`src/design/rrts_pkg.sv`:
```
// shared types, codes and defaults for the round-robin thread slot scheduler
package rrts_pkg;

   localparam int SLOTS_DEF       = 4;
   localparam int STACK_BYTES_DEF = 8192;

   localparam int ADDR_W = 64;
   localparam int FUNC_W = 2;
   localparam int STAT_W = 2;
   localparam int SLOT_W = 2;

   localparam logic [FUNC_W-1:0] FUNC_CREATE = 2'd0;
   localparam logic [FUNC_W-1:0] FUNC_YIELD  = 2'd1;
   localparam logic [FUNC_W-1:0] FUNC_EXIT   = 2'd2;

   localparam logic [STAT_W-1:0] STAT_OK       = 2'd0;
   localparam logic [STAT_W-1:0] STAT_FULL     = 2'd1;
   localparam logic [STAT_W-1:0] STAT_NONE     = 2'd2;
   localparam logic [STAT_W-1:0] STAT_BAD_FUNC = 2'd3;

   typedef enum logic [1:0] {
      ST_IDLE,
      ST_SCAN,
      ST_READ,
      ST_DONE
   } state_type;

endpackage

```
`src/design/rrts_ram.sv`:
```
// generic single write, single read ram with registered read data
module rrts_ram #(
   parameter int WIDTH = 64,
   parameter int DEPTH = 4
) (
   input  logic                     clock,
   input  logic                     wr_en,
   input  logic [$clog2(DEPTH)-1:0] wr_addr,
   input  logic [WIDTH-1:0]         wr_data,
   input  logic                     rd_en,
   input  logic [$clog2(DEPTH)-1:0] rd_addr,
   output logic [WIDTH-1:0]         rd_data
);

   logic [WIDTH-1:0] mem_ff [DEPTH];
   logic [WIDTH-1:0] rd_data_ff;

   always_ff @(posedge clock) begin
      if (wr_en) begin
         mem_ff[wr_addr] <= wr_data;
      end
      if (rd_en) begin
         rd_data_ff <= mem_ff[rd_addr];
      end
   end

   assign rd_data = rd_data_ff;

endmodule

```
`src/design/round_robin_thread_slot_scheduler.sv`:
```
// round-robin cooperative thread slot scheduler top level
//
//   channel   direction  handshake              beat
//   req_      in         req_valid / req_stall  func, entry_address
//   rsp_      out        rsp_valid / rsp_stall  status, slots, switched, entry, stack top
//   csr_      in         csr_valid / csr_ready  stack_region_base
//
// one slot is examined per cycle by a single compare and a shared 64-bit adder.
// create: scans up from slot 0 and stops at the lowest free slot, or reports full at the last slot.
// yield/exit: steps from the slot after the running one to the first runnable one,
// then reads its entry from the ram, or reports none. bad operation: next cycle.
// reset leaves slot 0 running and the others free; req_stall stays high from
// acceptance until the result beat leaves, and the result holds while rsp_stall is high.
module round_robin_thread_slot_scheduler #(
   parameter int SLOTS       = rrts_pkg::SLOTS_DEF,
   parameter int STACK_BYTES = rrts_pkg::STACK_BYTES_DEF
) (
   input  logic                        clock,
   input  logic                        reset,

   input  logic                        csr_valid,
   output logic                        csr_ready,
   input  logic [rrts_pkg::ADDR_W-1:0] csr_data,

   input  logic                        req_valid,
   output logic                        req_stall,
   input  logic [rrts_pkg::FUNC_W-1:0] req_func,
   input  logic [rrts_pkg::ADDR_W-1:0] req_entry_address,

   output logic                        rsp_valid,
   input  logic                        rsp_stall,
   output logic [rrts_pkg::STAT_W-1:0] rsp_status,
   output logic [rrts_pkg::SLOT_W-1:0] rsp_slot,
   output logic [rrts_pkg::SLOT_W-1:0] rsp_previous_slot,
   output logic                        rsp_switched,
   output logic [rrts_pkg::ADDR_W-1:0] rsp_slot_entry_address,
   output logic [rrts_pkg::ADDR_W-1:0] rsp_stack_top
);

   localparam int IDX_W = $clog2(SLOTS);
   localparam logic [IDX_W-1:0] LAST_IDX = IDX_W'(SLOTS - 1);
   localparam logic [rrts_pkg::ADDR_W-1:0] STACK_INC = rrts_pkg::ADDR_W'(STACK_BYTES);

   rrts_pkg::state_type state_ff, state_in;

   logic [SLOTS-1:0]            busy_ff, busy_in;
   logic [SLOTS-1:0]            ready_ff, ready_in;
   logic [IDX_W-1:0]            running_ff, running_in;
   logic [rrts_pkg::ADDR_W-1:0] base_ff;
   logic [rrts_pkg::FUNC_W-1:0] op_ff, op_in;
   logic [rrts_pkg::ADDR_W-1:0] entry_ff, entry_in;
   logic [IDX_W-1:0]            ptr_ff, ptr_in;
   logic [IDX_W-1:0]            prev_ff, prev_in;
   logic [IDX_W-1:0]            slot_ff, slot_in;
   logic [rrts_pkg::STAT_W-1:0] status_ff, status_in;
   logic                        switched_ff, switched_in;
   logic [rrts_pkg::ADDR_W-1:0] eaddr_ff, eaddr_in;
   logic [rrts_pkg::ADDR_W-1:0] top_ff, top_in;

   logic                        is_create;
   logic                        free_hit;
   logic                        run_hit;
   logic                        ptr_last;
   logic                        ptr_back;
   logic [IDX_W-1:0]            ptr_next;
   logic [IDX_W-1:0]            running_next;
   logic [rrts_pkg::ADDR_W-1:0] top_step;
   logic [IDX_W+1:0]            slot_wide;
   logic [IDX_W+1:0]            prev_wide;

   logic                        ram_wr_en;
   logic                        ram_rd_en;
   logic [rrts_pkg::ADDR_W-1:0] ram_rd_data;

   assign is_create    = (op_ff == rrts_pkg::FUNC_CREATE);
   assign free_hit     = !busy_ff[ptr_ff];
   assign run_hit      = ready_ff[ptr_ff];
   assign ptr_last     = (ptr_ff == LAST_IDX);
   assign ptr_back     = (ptr_ff == prev_ff);
   assign ptr_next     = ptr_last ? '0 : ptr_ff + 1'b1;
   assign running_next = (running_ff == LAST_IDX) ? '0 : running_ff + 1'b1;
   assign top_step     = top_ff + STACK_INC;

   rrts_ram #(
      .WIDTH (rrts_pkg::ADDR_W),
      .DEPTH (SLOTS)
   ) u_entry_ram (
      .clock   (clock),
      .wr_en   (ram_wr_en),
      .wr_addr (ptr_ff),
      .wr_data (entry_ff),
      .rd_en   (ram_rd_en),
      .rd_addr (ptr_ff),
      .rd_data (ram_rd_data)
   );

   // next state
   always_comb begin
      state_in = state_ff;
      unique case (state_ff)
         rrts_pkg::ST_IDLE: begin
            if (req_valid) begin
               if (req_func == rrts_pkg::FUNC_CREATE || req_func == rrts_pkg::FUNC_YIELD
                   || req_func == rrts_pkg::FUNC_EXIT) begin
                  state_in = rrts_pkg::ST_SCAN;
               end else begin
                  state_in = rrts_pkg::ST_DONE;
               end
            end
         end
         rrts_pkg::ST_SCAN: begin
            if (is_create) begin
               if (free_hit || ptr_last) begin
                  state_in = rrts_pkg::ST_DONE;
               end
            end else if (run_hit) begin
               state_in = rrts_pkg::ST_READ;
            end else if (ptr_back) begin
               state_in = rrts_pkg::ST_DONE;
            end
         end
         rrts_pkg::ST_READ: begin
            state_in = rrts_pkg::ST_DONE;
         end
         rrts_pkg::ST_DONE: begin
            if (!rsp_stall) begin
               state_in = rrts_pkg::ST_IDLE;
            end
         end
         default: begin
            state_in = rrts_pkg::ST_IDLE;
         end
      endcase
   end

   // outputs of the sequencer
   always_comb begin
      req_stall = 1'b1;
      rsp_valid = 1'b0;
      ram_wr_en = 1'b0;
      ram_rd_en = 1'b0;
      unique case (state_ff)
         rrts_pkg::ST_IDLE: begin
            req_stall = 1'b0;
         end
         rrts_pkg::ST_SCAN: begin
            ram_wr_en = is_create && free_hit;
            ram_rd_en = !is_create && run_hit;
         end
         rrts_pkg::ST_READ: begin
         end
         rrts_pkg::ST_DONE: begin
            rsp_valid = 1'b1;
         end
         default: begin
         end
      endcase
   end

   // datapath
   always_comb begin
      busy_in     = busy_ff;
      ready_in    = ready_ff;
      running_in  = running_ff;
      op_in       = op_ff;
      entry_in    = entry_ff;
      ptr_in      = ptr_ff;
      prev_in     = prev_ff;
      slot_in     = slot_ff;
      status_in   = status_ff;
      switched_in = switched_ff;
      eaddr_in    = eaddr_ff;
      top_in      = top_ff;
      unique case (state_ff)
         rrts_pkg::ST_IDLE: begin
            if (req_valid) begin
               op_in       = req_func;
               entry_in    = req_entry_address;
               prev_in     = running_ff;
               slot_in     = running_ff;
               switched_in = 1'b0;
               eaddr_in    = '0;
               top_in      = '0;
               status_in   = rrts_pkg::STAT_OK;
               case (req_func)
                  rrts_pkg::FUNC_CREATE: begin
                     ptr_in = '0;
                     top_in = base_ff;
                  end
                  rrts_pkg::FUNC_YIELD: begin
                     busy_in[running_ff]  = 1'b1;
                     ready_in[running_ff] = 1'b1;
                     ptr_in               = running_next;
                  end
                  rrts_pkg::FUNC_EXIT: begin
                     busy_in[running_ff]  = 1'b0;
                     ready_in[running_ff] = 1'b0;
                     ptr_in               = running_next;
                  end
                  default: begin
                     status_in = rrts_pkg::STAT_BAD_FUNC;
                  end
               endcase
            end
         end
         rrts_pkg::ST_SCAN: begin
            if (is_create) begin
               if (free_hit) begin
                  busy_in[ptr_ff]  = 1'b1;
                  ready_in[ptr_ff] = 1'b1;
                  slot_in          = ptr_ff;
                  eaddr_in         = entry_ff;
                  top_in           = top_step;
               end else if (ptr_last) begin
                  status_in = rrts_pkg::STAT_FULL;
                  slot_in   = '0;
                  top_in    = '0;
               end else begin
                  ptr_in = ptr_next;
                  top_in = top_step;
               end
            end else begin
               if (run_hit) begin
                  busy_in[ptr_ff]  = 1'b1;
                  ready_in[ptr_ff] = 1'b0;
                  running_in       = ptr_ff;
                  slot_in          = ptr_ff;
                  switched_in      = !ptr_back;
               end else if (ptr_back) begin
                  status_in = rrts_pkg::STAT_NONE;
               end else begin
                  ptr_in = ptr_next;
               end
            end
         end
         rrts_pkg::ST_READ: begin
            eaddr_in = ram_rd_data;
         end
         rrts_pkg::ST_DONE: begin
         end
         default: begin
         end
      endcase
   end

   always_ff @(posedge clock) begin
      if (reset) begin
         state_ff   <= rrts_pkg::ST_IDLE;
         busy_ff    <= SLOTS'(1);
         ready_ff   <= '0;
         running_ff <= '0;
         base_ff    <= '0;
      end else begin
         state_ff   <= state_in;
         busy_ff    <= busy_in;
         ready_ff   <= ready_in;
         running_ff <= running_in;
         if (csr_valid) begin
            base_ff <= csr_data;
         end
      end
   end

   always_ff @(posedge clock) begin
      op_ff       <= op_in;
      entry_ff    <= entry_in;
      ptr_ff      <= ptr_in;
      prev_ff     <= prev_in;
      slot_ff     <= slot_in;
      status_ff   <= status_in;
      switched_ff <= switched_in;
      eaddr_ff    <= eaddr_in;
      top_ff      <= top_in;
   end

   // slot numbers leave masked to the port width
   assign slot_wide = {2'b00, slot_ff};
   assign prev_wide = {2'b00, prev_ff};

   assign csr_ready              = 1'b1;
   assign rsp_status             = status_ff;
   assign rsp_slot               = slot_wide[rrts_pkg::SLOT_W-1:0];
   assign rsp_previous_slot      = prev_wide[rrts_pkg::SLOT_W-1:0];
   assign rsp_switched           = switched_ff;
   assign rsp_slot_entry_address = eaddr_ff;
   assign rsp_stack_top          = top_ff;

endmodule

```
`config.mk`:
```
export PLATFORM = sky130hd
export DESIGN_NAME = round_robin_thread_slot_scheduler
export DESIGN_NICKNAME = d
export VERILOG_FILES = /design/src/design/rrts_pkg.sv /design/src/design/rrts_ram.sv /design/src/design/round_robin_thread_slot_scheduler.sv
export SDC_FILE = /design/constraint.sdc
export NUM_CORES = 1
export LEC_CHECK = 0
export BUFFER_PORTS_ARGS = -buffer_cell sky130_fd_sc_hd__clkbuf_2
export CORE_UTILIZATION = 60
export DETAILED_ROUTE_END_ITERATION = 10
export GPL_ROUTABILITY_DRIVEN = 1
export GPL_TIMING_DRIVEN = 0
export PLACE_DENSITY = 0.89
export SLEW_MARGIN = 40
export SYNTH_ARGS = -nofsm -noshare
export SYNTH_HDL_FRONTEND = slang
export SYNTH_SLANG_ARGS = --single-unit
```
`constraint.sdc`:
```
create_clock -name clock -period 15.7 [get_ports clock]
set_input_delay 0.785 -clock clock [delete_from_list [all_inputs] [get_ports clock]]
set_output_delay 0.785 -clock clock [all_outputs]
set_load 0.02 [all_outputs]
```
==> run metrics, run 1 <==
status=finished, final reports clean; Sequential Power Share=about 46%; setup bufs post-CTS=0; Mapped Nets=1555; Routed WL=55.0 mm; GR Util met2=between 40 and 50%; fillers=2322; Max-cap violations=0; H-tree Lvls=2; Sw Pwr=0.00166 W; pin count of the biggest net entering global routing=45; required time worst endpoint=16.05 ns; Comb pwr share=26.8%; CTS root buf=clkbuf_16; layout net count=1904; Final GP Congestion=0.888; row count=71; GRT met1 Usage=36.0%; Ys Warns=0; VDD IR max=0.000134 V; Min Hold Slack=0.326 ns; EDFF count, synth=523; Total Power=0.00503 W; Die ar.=about 0.040 mm2; total congestion overflow=0; initial antenna violation count=3; final period utilization=23.8%; Mapped Area=0.0233 mm2; Die H=199 um; global-route wire length before repair=82.4 mm; CTS hold repair buffers=0; placed insts=2204; post-cts resize count=0; cells on worst reg2reg path=11; PortBufs=269; Worst slew margin=~44%; antenna violation net count after detailed routing=0; CTS buffer count=55; FMAX=268 MHz; crit path DAT=slightly above 4 ns; GR Util met3=about 6.1%; Global Route Usage Sum=28.3%; share of cells above drive strength 1=27.2%; Fin. Hold Viols=0; Worst Setup End Kind=flip-flop; Mapped Cells=~1400; CP Class=reg -> reg; Mapped Avg Cell Area=16.7 um2; clock power share=between 20% and 30%; CP startpoint kind=flip-flop; busiest grt layer=met2; # DRC=0; Synth Register Bits=599; max-slew violation count=0; hold crit path type=in -> reg; setup violators final=0; starting density of the core=approximately 60%; Post-synth ARST share=0%; Crit Path Max Fanout=10; via count=13900; I/O pins=~270; Lkg Pwr=about 9.8 nW; Routed WL per cell=23.8 um; CTS tree=built; setup_tns=0 ns; fin cells=2311; Clock Skew=0.0370 ns; Worst-Margin Slew=0.844 ns; Yosys cell types=52; Clk pin slew, worst setup/hold paths=0.07 ns; CTS Sinks=between 500 and 600; Pwr Density=183 mW/mm2; RSZ-0062 raised after global routing=no; ys flop type=edfxtp_1; hpwl dp=between 30 and 40 mm; Core Region=~0.038 mm2; 1st-pass router iterations=5; Die W=199 um; First DRT Iteration DRCs=1124; Min-Delay Path Depth=1; area added between synthesis and finish=18.1%; number of global-route vias before repair=14100; Seq/Total Area, Yosys=73.8%; Bufs on Longest Clock Path=3; vias per inst=6.00; minimum clock period=3.73 ns; Skew-Pair Late Insertion Delay=0.63 ns; Pint=approximately 0.0034 W; net switching fraction of the power=32.9%; post-layout util=72.5%
[cell usage after synthesis, types with 18 or more instances]
library cell	instances	area, um2
edfxtp_1	523	15700
nor2_1	82	308
dfxtp_1	76	1520
nand2_1	74	278
mux2i_1	66	661
mux4_2	66	1490
nor2b_1	65	407
a22oi_1	64	480
clkbuf_1	48	180
o21ai_0	44	220
xnor2_1	44	385
nand3_1	24	120
and2_1	23	144
buf_1	22	82.6
ha_1	18	225
inv_1	18	67.6
[final cells by class]
| type | instances | area (um2) | share of cell area, % |
|---|---|---|---|
| timing repair buffer | 292 | 1660 | 6.01 |
| sequential | 599 | 17200 | 62.5 |
| clock inverter | 39 | 435 | 1.58 |
| clock buffer | 65 | 1440 | 5.24 |
| tap | 511 | 639 | 2.32 |
| buffer | 84 | 365 | 1.33 |
| multi-input combinational | 701 | 5720 | 20.8 |
| inverter | 18 | 72.6 | 0.263 |
| antenna | 2 | 5.00 | 0.0182 |
[stage by stage]
| stage | cell area [um2] | setup WS, ns |
|---|---|---|
| finish | 27600 | 11.97 |
| global route | 27600 | 11.83 |
| CTS | 27600 | 12.05 |
| detailed placement | 25700 | 12.06 |
| global placement | 25300 | 6.01 |
| floorplan | 23300 | 9.44 |
[per-layer routing]
metal  part of all wire (%)  vias to the layer above
li1                       -                     6098
met1                     37                     6904
met3                    9.5                       98
met5                  0.015                        -
met2                     50                      760
met4                    2.7                        2
[power groups by stage]
stage / Sequential [W] / Combinational [W] / Clock (W)
floorplan: 0.00251 / 0.000640 / 0
global placement: 0.00237 / 0.00124 / 0
detailed placement: 0.00234 / 0.00134 / 0
CTS: 0.00231 / 0.00135 / 0.00138
global route: 0.00234 / 0.00145 / 0.00144
finish: 0.00232 / 0.00135 / 0.00136
[worst max-delay path, cell delays in order, from the launching register on]
cell,delay (ns)
dfxtp_1,0.34
inv_1,0.12
ha_1,0.26
clkbuf_1,0.37
clkbuf_1,0.69
clkbuf_1,0.61
o21a_1,0.24
nor3_2,0.08
buf_4,0.19
buf_4,0.18
buf_4,0.17
buf_2,0.19
[kinds of logic after synthesis]
| family | count (synthesis) | share of synthesized area, % |
|---|---|---|
| adders and majority gates | 18 | 0.965 |
| xor gates and xnor gates | 51 | 1.91 |
| other | 1 | 0.0161 |
| muxes | 133 | 9.24 |
| buffers and inverters | 102 | 1.83 |
| DFF | 599 | 73.8 |
| and+or+nand+nor | 342 | 7.84 |
| AOI/OAI and AO/OA | 156 | 4.42 |
[layout by cell type, fill, tap and decap left out, drive strengths merged, types with 6 or more instances in the layout]
cell type,count
a21oi,11
a221oi,8
a22oi,64
and2,23
and3,6
and4,7
buf,58
bufinv,6
clkbuf,383
clkinv,24
clkinvlp,6
dfxtp,76
edfxtp,523
ha,18
inv,21
mux2i,66
mux4,66
nand2,74
nand3,24
nand4,13
nor2,82
nor2b,65
nor3,14
nor4,24
o21ai,54
xnor2,44
xor2,7
[sequential cells by signal, indices dropped and copies added (netlist names), named ones only]
register	cells
base_ff	64
state_ff	2
running_ff	2
rsp_status	2
rsp_slot	2
entry_ff	64
rsp_stack_top	64
ptr_ff	2
op_ff	2
rsp_previous_slot	2
u_entry_ram.rd_data	64
u_entry_ram.mem_ff	256
rsp_switched	1
rsp_slot_entry_address	64
[worst paths after layout]
path	startpoint	to	slack, ns
worst max register to register	state_ff[1]	rsp_slot_entry_address[15]	11.97
worst min register to register	base_ff[0]	base_ff[0]	0.49
worst min-delay path	req_entry_address[29]	entry_ff[29]	0.33
worst max-delay path	state_ff[1]	rsp_slot_entry_address[15]	11.97
Note: power is estimated with default switching activity, not from simulation.
==> inputs of run 2 (changes only) <==
Settings changed: ABC_AREA set to 1, CORE_UTILIZATION 60 to 53, PLACE_DENSITY 0.89 to 0.83.
Clock period 15.7 ns to 3.3 ns, I/O delays scaled along.
==> run 2 against run 1 <==
Net effect:
- final cell count is 38% higher
- sequential power grew to 5.0 times the previous value
- largest cell class unchanged
- largest power group unchanged
- clock skew hardly changed
==> run metrics, run 2 <==
Comb pwr share=31.3%; First DRT Iteration DRCs=2164; Post-DP Area=0.0269 mm2; post-cts resize count=0; Clock Skew=approximately 0.037 ns; final period utilization=97.3%; VDD IR max=0.000839 V; Worst-Margin Slew=0.908 ns; commonest non-fill, non-tap cell in the layout=edfxtp_1; starting density of the core=54.2%; H-tree Lvls=2; Setup crit start=ptr_ff[1]; Bufs on Longest Clock Path=3; Die W=215 um; setup slack at placement=-0.265 ns; final instance area=between 0.03 and 0.04 mm2; CTS root buf=clkbuf_16; fin cells=3194; FMAX=311 MHz; Mapped Cells=2068; Sequential Power Share=42.6%; CP Class=reg -> reg; CP Capture Point=u_entry_ram.mem_ff[0][26]; Skew-Pair Late Insertion Delay=0.65 ns; Global Route Usage Sum=30.7%; most frequent cells in the layout=edfxtp_1, nand2_1, nor2_1, clkbuf_2, o21ai_0; Die H=approximately 220 um; CTS Sinks=599; Routed WL=71.6 mm; hpwl dp=47.5 mm; Die ar.=0.0463 mm2; Core Region=0.0445 mm2; Yosys cell types=49; ys flop type=edfxtp_1; max FFs per register=around 260; required time worst endpoint=3.64 ns; fillers=3049; leading area contributor after synthesis=edfxtp_1; area added between synthesis and finish=25.4%; Worst Setup End Kind=flip-flop; via count=approximately 19000; Pwr Density=slightly above 900 mW/mm2; row count=77; post-synth top area share=between 60% and 70%; global-route wire length before repair=107 mm; pin count of the biggest net entering global routing=51; FF-to-FF setup slack=around 0.088 ns; vias per inst=5.80; synth top area cells=edfxtp_1, dfxtp_1, nand2_1; footprint of the multi-input gates=around 0.0062 mm2; Routed WL per cell=22.4 um; Mapped Avg Cell Area=about 12 um2; I/O pins=273; antenna violation net count after detailed routing=0; minimum clock period=~3.2 ns; cells on worst reg2reg path=9; CP startpoint kind=flip-flop; Pint=0.0171 W; Ys Warns=0; RSZ-0062 raised after global routing=no; r2r endpoint=u_entry_ram.mem_ff[0][26]; 1st-pass router iterations=6; max-slew violation count=0; CTS buffer count=59; Total Power=0.0274 W; Mapped Area=0.0241 mm2; share of cells above drive strength 1=18.1%; Seq/Total Area, Yosys=71.5%; CTS tree=built; Synth Register Bits=~600; initial antenna violation count=2; Post-synth top cells=edfxtp_1, nand2_1, nor2_1; Worst slew margin=between 30% and 40%; Fin. Hold Viols=0; Sw Pwr=a little over 0.01 W; Lkg Pwr=11.1 nW; net switching fraction of the power=37.4%; Final GP Congestion=just over 0.9; most numerous cell in the Yosys netlist=edfxtp_1; placed insts=2958; Crit Path Max Fanout=24; worst setup margin=0.0881 ns; FF/Latch Area=between 0.015 and 0.02 mm2; layout net count=2708; number of global-route vias before repair=18700; hold crit path type=in -> reg; Clk pin slew, worst setup/hold paths=0.06 ns; Max-cap violations=0; Top reg by flops=u_entry_ram.mem_ff; Post-synth ARST share=0%; setup violators final=0; crit path DAT=3.55 ns; EDFF count, synth=523; status=finished, final reports clean; PortBufs=270; # DRC=0; total congestion overflow=0; clock power share=26.1%; Min Hold Slack=0.0724 ns; FF-to-FF Start=ptr_ff[1]; Mapped Nets=2221
==> run 2: metal layers <==
metal  track usage, %  routed length (um)  up-vias
met4             14.2                3160        0
met5                0                   0        -
met1             37.8               25800     8859
met2             52.8               35300     1252
li1                 -                   -     8208
met3             5.51                7290      221
==> run 2: kinds of logic (layout without fill, tap and decap cells) <==
group | count (synthesis) | after routing | share of synthesized area (%)
other | 1 | 3 | 0.0156
XOR/XNOR | 32 | 32 | 1.16
AO/OA/AOI/OAI | 389 | 389 | 8.63
buffers and inverters | 173 | 705 | 3.01
adder cells (fa/ha/maj) | 18 | 18 | 0.934
AND/OR/NAND/NOR | 856 | 856 | 14.8
flip-flops | 599 | 599 | 71.5
==> run 2: final cells by class <==
| type | instances | area share (%) |
|---|---|---|
| Clock inverter | 38 | 1.80 |
| Antenna cell | 2 | 0.0166 |
| Inverter | 70 | 0.902 |
| Multi-Input combinational cell | 1296 | 20.5 |
| Clock buffer | 68 | 5.00 |
| Timing Repair Buffer | 429 | 10.8 |
| Sequential cell | 599 | 57.0 |
| Buffer | 100 | 1.49 |
| Tap cell | 592 | 2.45 |
==> run 2: power by group through the flow <==
| stage | Combinational, W | Clock (W) | Sequential [W] |
|---|---|---|---|
| after CTS | 0.00841 | 0.00719 | 0.0116 |
| after global placement | 0.00760 | 0 | 0.0118 |
| after global routing | 0.00912 | 0.00745 | 0.0118 |
| after floorplan | 0.00392 | 0 | 0.0124 |
| final | 0.00856 | 0.00715 | 0.0117 |
| after detailed placement | 0.00823 | 0 | 0.0117 |
==> run 2: critical path, stage by stage (launching register included) <==
cell and delay (ns):
edfxtp_1 0.57, inv_2 0.46, nand3_2 0.19, nand2_4 0.17
nand2_1 0.26, nor2_4 0.48, buf_16 0.22, buf_16 0.18
buf_16 0.18, buf_16 0.17
==> run 2: metrics by stage <==
step | setup TNS, ns | utilization, %
final | 0 | 67.9
after detailed placement | -5.63 | 60.4
after global routing | 0 | 67.9
after global placement | -274.86 | 58.9
after CTS | 0 | 67.9
after floorplan | 0 | -
==> run 2: worst min-delay path by stage <==
stage	start	to	cells after the start
floorplan	reset	flip-flop	1
global placement	req_entry_address[7]	entry_ff[7]	1
detailed placement	req_entry_address[12]	entry_ff[12]	1
CTS	csr_valid	base_ff[9]	3
global route	rsp_stall	state_ff[1]	6
finish	rsp_stall	state_ff[1]	6
==> run 2: what timing repair did <==
action / CTS / global route
hold buffers: 131 / 0
hold endpoints to repair: 133 / 0
buffers inserted: 0 / 0
endpoints found under the setup margin: 47 / 13
==> inputs of run 3 (changes only) <==
Clock period 3.3 ns to 2.6 ns, I/O delays scaled along.
==> run 3 against run 2 <==
Net effect:
- clock power rose by 15%
- via count rose by 0.91%
- clock skew fell by 0.017 ns
- sequential share of layout area barely moved
- global-route usage rose by 0.22 points
- setup slack got worse by 0.017 ns
- die area did not move
- combinational power rose by 29%
- core utilization barely moved
- sequential power rose by 26%
- count of clock-buffer cells in the layout fell by 1
- largest cell class unchanged
==> run metrics, run 3 (same netlist as run 2, synthesis figures left out) <==
required time worst endpoint=3.00 ns; area added between synthesis and finish=25.3%; row count=77; Min Hold Slack=0.0466 ns; total congestion overflow=0; Skew-Pair Late Insertion Delay=slightly above 0.6 ns; fin cells=~3200; Die W=215 um; RSZ-0062 raised after global routing=no; Bufs on Longest Clock Path=3; most frequent cells in the layout=edfxtp_1, nand2_1, nor2_1, clkbuf_2, o21ai_0; antenna violation net count after detailed routing=0; I/O pins=273; commonest non-fill, non-tap cell in the layout=edfxtp_1; via count=18700; Die H=215 um; final instance area=0.0302 mm2; Final GP Congestion=just over 0.9; minimum clock period=2.53 ns; Routed WL per cell=22.5 um; worst setup margin=0.0711 ns; crit path DAT=between 2 and 3 ns; CP bufs+invs=3; initial antenna violation count=0; 1st-pass router iterations=6; Post-DP Area=0.0269 mm2; max-slew violation count=0; PortBufs=270; Pwr Density=~1100 mW/mm2; share of cells above drive strength 1=between 10% and 20%; global-route wire length before repair=108 mm; CP Cell Sequence=inv_1, ha_1, clkbuf_1, clkbuf_1, nand2_1, a21oi_1; VDD IR max=0.000710 V; Worst-Margin Slew=0.842 ns; setup violators final=0; Crit Path Max Fanout=10; hold crit path type=in -> reg; CTS root buf=clkbuf_16; Max-cap violations=0; First DRT Iteration DRCs=2370; Top reg by flops=u_entry_ram.mem_ff; # DRC=0; CP startpoint kind=flip-flop; max FFs per register=between 200 and 300; Clock Skew=0.0202 ns; fillers=3004; starting density of the core=54.2%; CTS buffer count=57; vias per inst=about 5.8; hpwl dp=47.2 mm; setup slack at placement=-0.298 ns; number of global-route vias before repair=about 19000; Worst Setup End Kind=flip-flop; Core Region=0.0445 mm2; delay-heaviest family, CP=buffers and inverters; Clk pin slew, worst setup/hold paths=0.07 ns; CTS tree=built; final period utilization=97.3%; pin count of the biggest net entering global routing=56; H-tree Lvls=2; Lkg Pwr=11.2 nW; layout net count=2729; Global Route Usage Sum=a little under a third; status=finished, final reports clean; Worst slew margin=43.9%; setup_tns=0 ns; placed insts=2958; Routed WL=72.5 mm; Fin. Hold Viols=0; CTS Sinks=599; Die ar.=0.0463 mm2; FMAX=395 MHz; slowest cell delay on critical path=0.70 ns; most frequent cell on the critical path=clkbuf_1; slowest CP cell=clkbuf_1; CP Class=reg -> reg
[run 3: cell count changes in the layout (fill, tap and decap cells not counted), sizes merged]
| cell | previous run | this run |
|---|---|---|
| inv | 70 | 73 |
| dlygate4sd3 | 131 | 140 |
| clkbuf | 408 | 410 |
| buf | 58 | 69 |
| bufinv | 12 | 3 |
| diode | 2 | 1 |
| clkinv | 20 | 28 |
[run 3: metrics by stage]
step | utilization [%] | total power (W)
6_report | 67.9 | 0.0341
3_3_place_gp | 59.0 | 0.0246
4_1_cts | 67.7 | 0.0338
3_5_place_dp | 60.4 | 0.0254
2_1_floorplan | - | 0.0208
5_1_grt | 67.9 | 0.0353
[run 3: final cells by class]
type | instances | area (um2) | area share, %
Clock buffer | 67 | 1510 | 5.01
Buffer | 103 | 478 | 1.58
Inverter | 70 | 274 | 0.907
Clock inverter | 40 | 320 | 1.06
Timing Repair Buffer | 449 | 3450 | 11.4
Tap cell | 592 | 741 | 2.45
Multi-Input combinational cell | 1296 | 6200 | 20.5
Sequential cell | 599 | 17200 | 57.0
Antenna cell | 1 | 2.50 | 0.00828
[run 3: per-layer routing]
metal  global-route usage, %  wire length, um  vias up
met4                    14.7             3510        0
li1                        -                -     8248
met1                    38.2            26000     8887
met5                       0                0        -
met3                    6.16             7510      250
met2                    52.5            35500     1324
[run 3: final timing paths]
check / startpoint / to / slack, ns / cells past startpoint
worst max-delay path: state_ff[0] / rsp_slot_entry_address[0] / 0.07 / 6
worst min-delay path: req_valid / entry_ff[51] / 0.05 / 3
worst max register to register: state_ff[0] / rsp_slot_entry_address[0] / 0.07 / 6
worst min register to register: flip-flop / flip-flop / 0.46 / 2
[run 3: report_power, final]
part / total [W] / leakage [nW] / switching [W] / internal (W)
sequential: 0.0148 / 5.53 / 0.00149 / 0.0133
clock: 0.00821 / 0.908 / 0.00371 / 0.00450
combinational: 0.0110 / 4.74 / 0.00785 / 0.00318
[run 3: worst reg2reg max path, cell delays in order (launching register included)]
cell and delay (ns):
dfxtp_1 0.35, inv_1 0.13, ha_1 0.16, clkbuf_1 0.55, clkbuf_1 0.70, nand2_1 0.13
a21oi_1 0.30
[run 3: timing repair]
item | CTS | global route
gates resized for setup | 2 | 9
endpoints found under the setup margin | 121 | 42
hold buffers | 140 | 0
buffers inserted | 5 | 5
cloned | 0 | 0
pin swaps | 2 | 1
hold endpoints to repair | 133 | 0
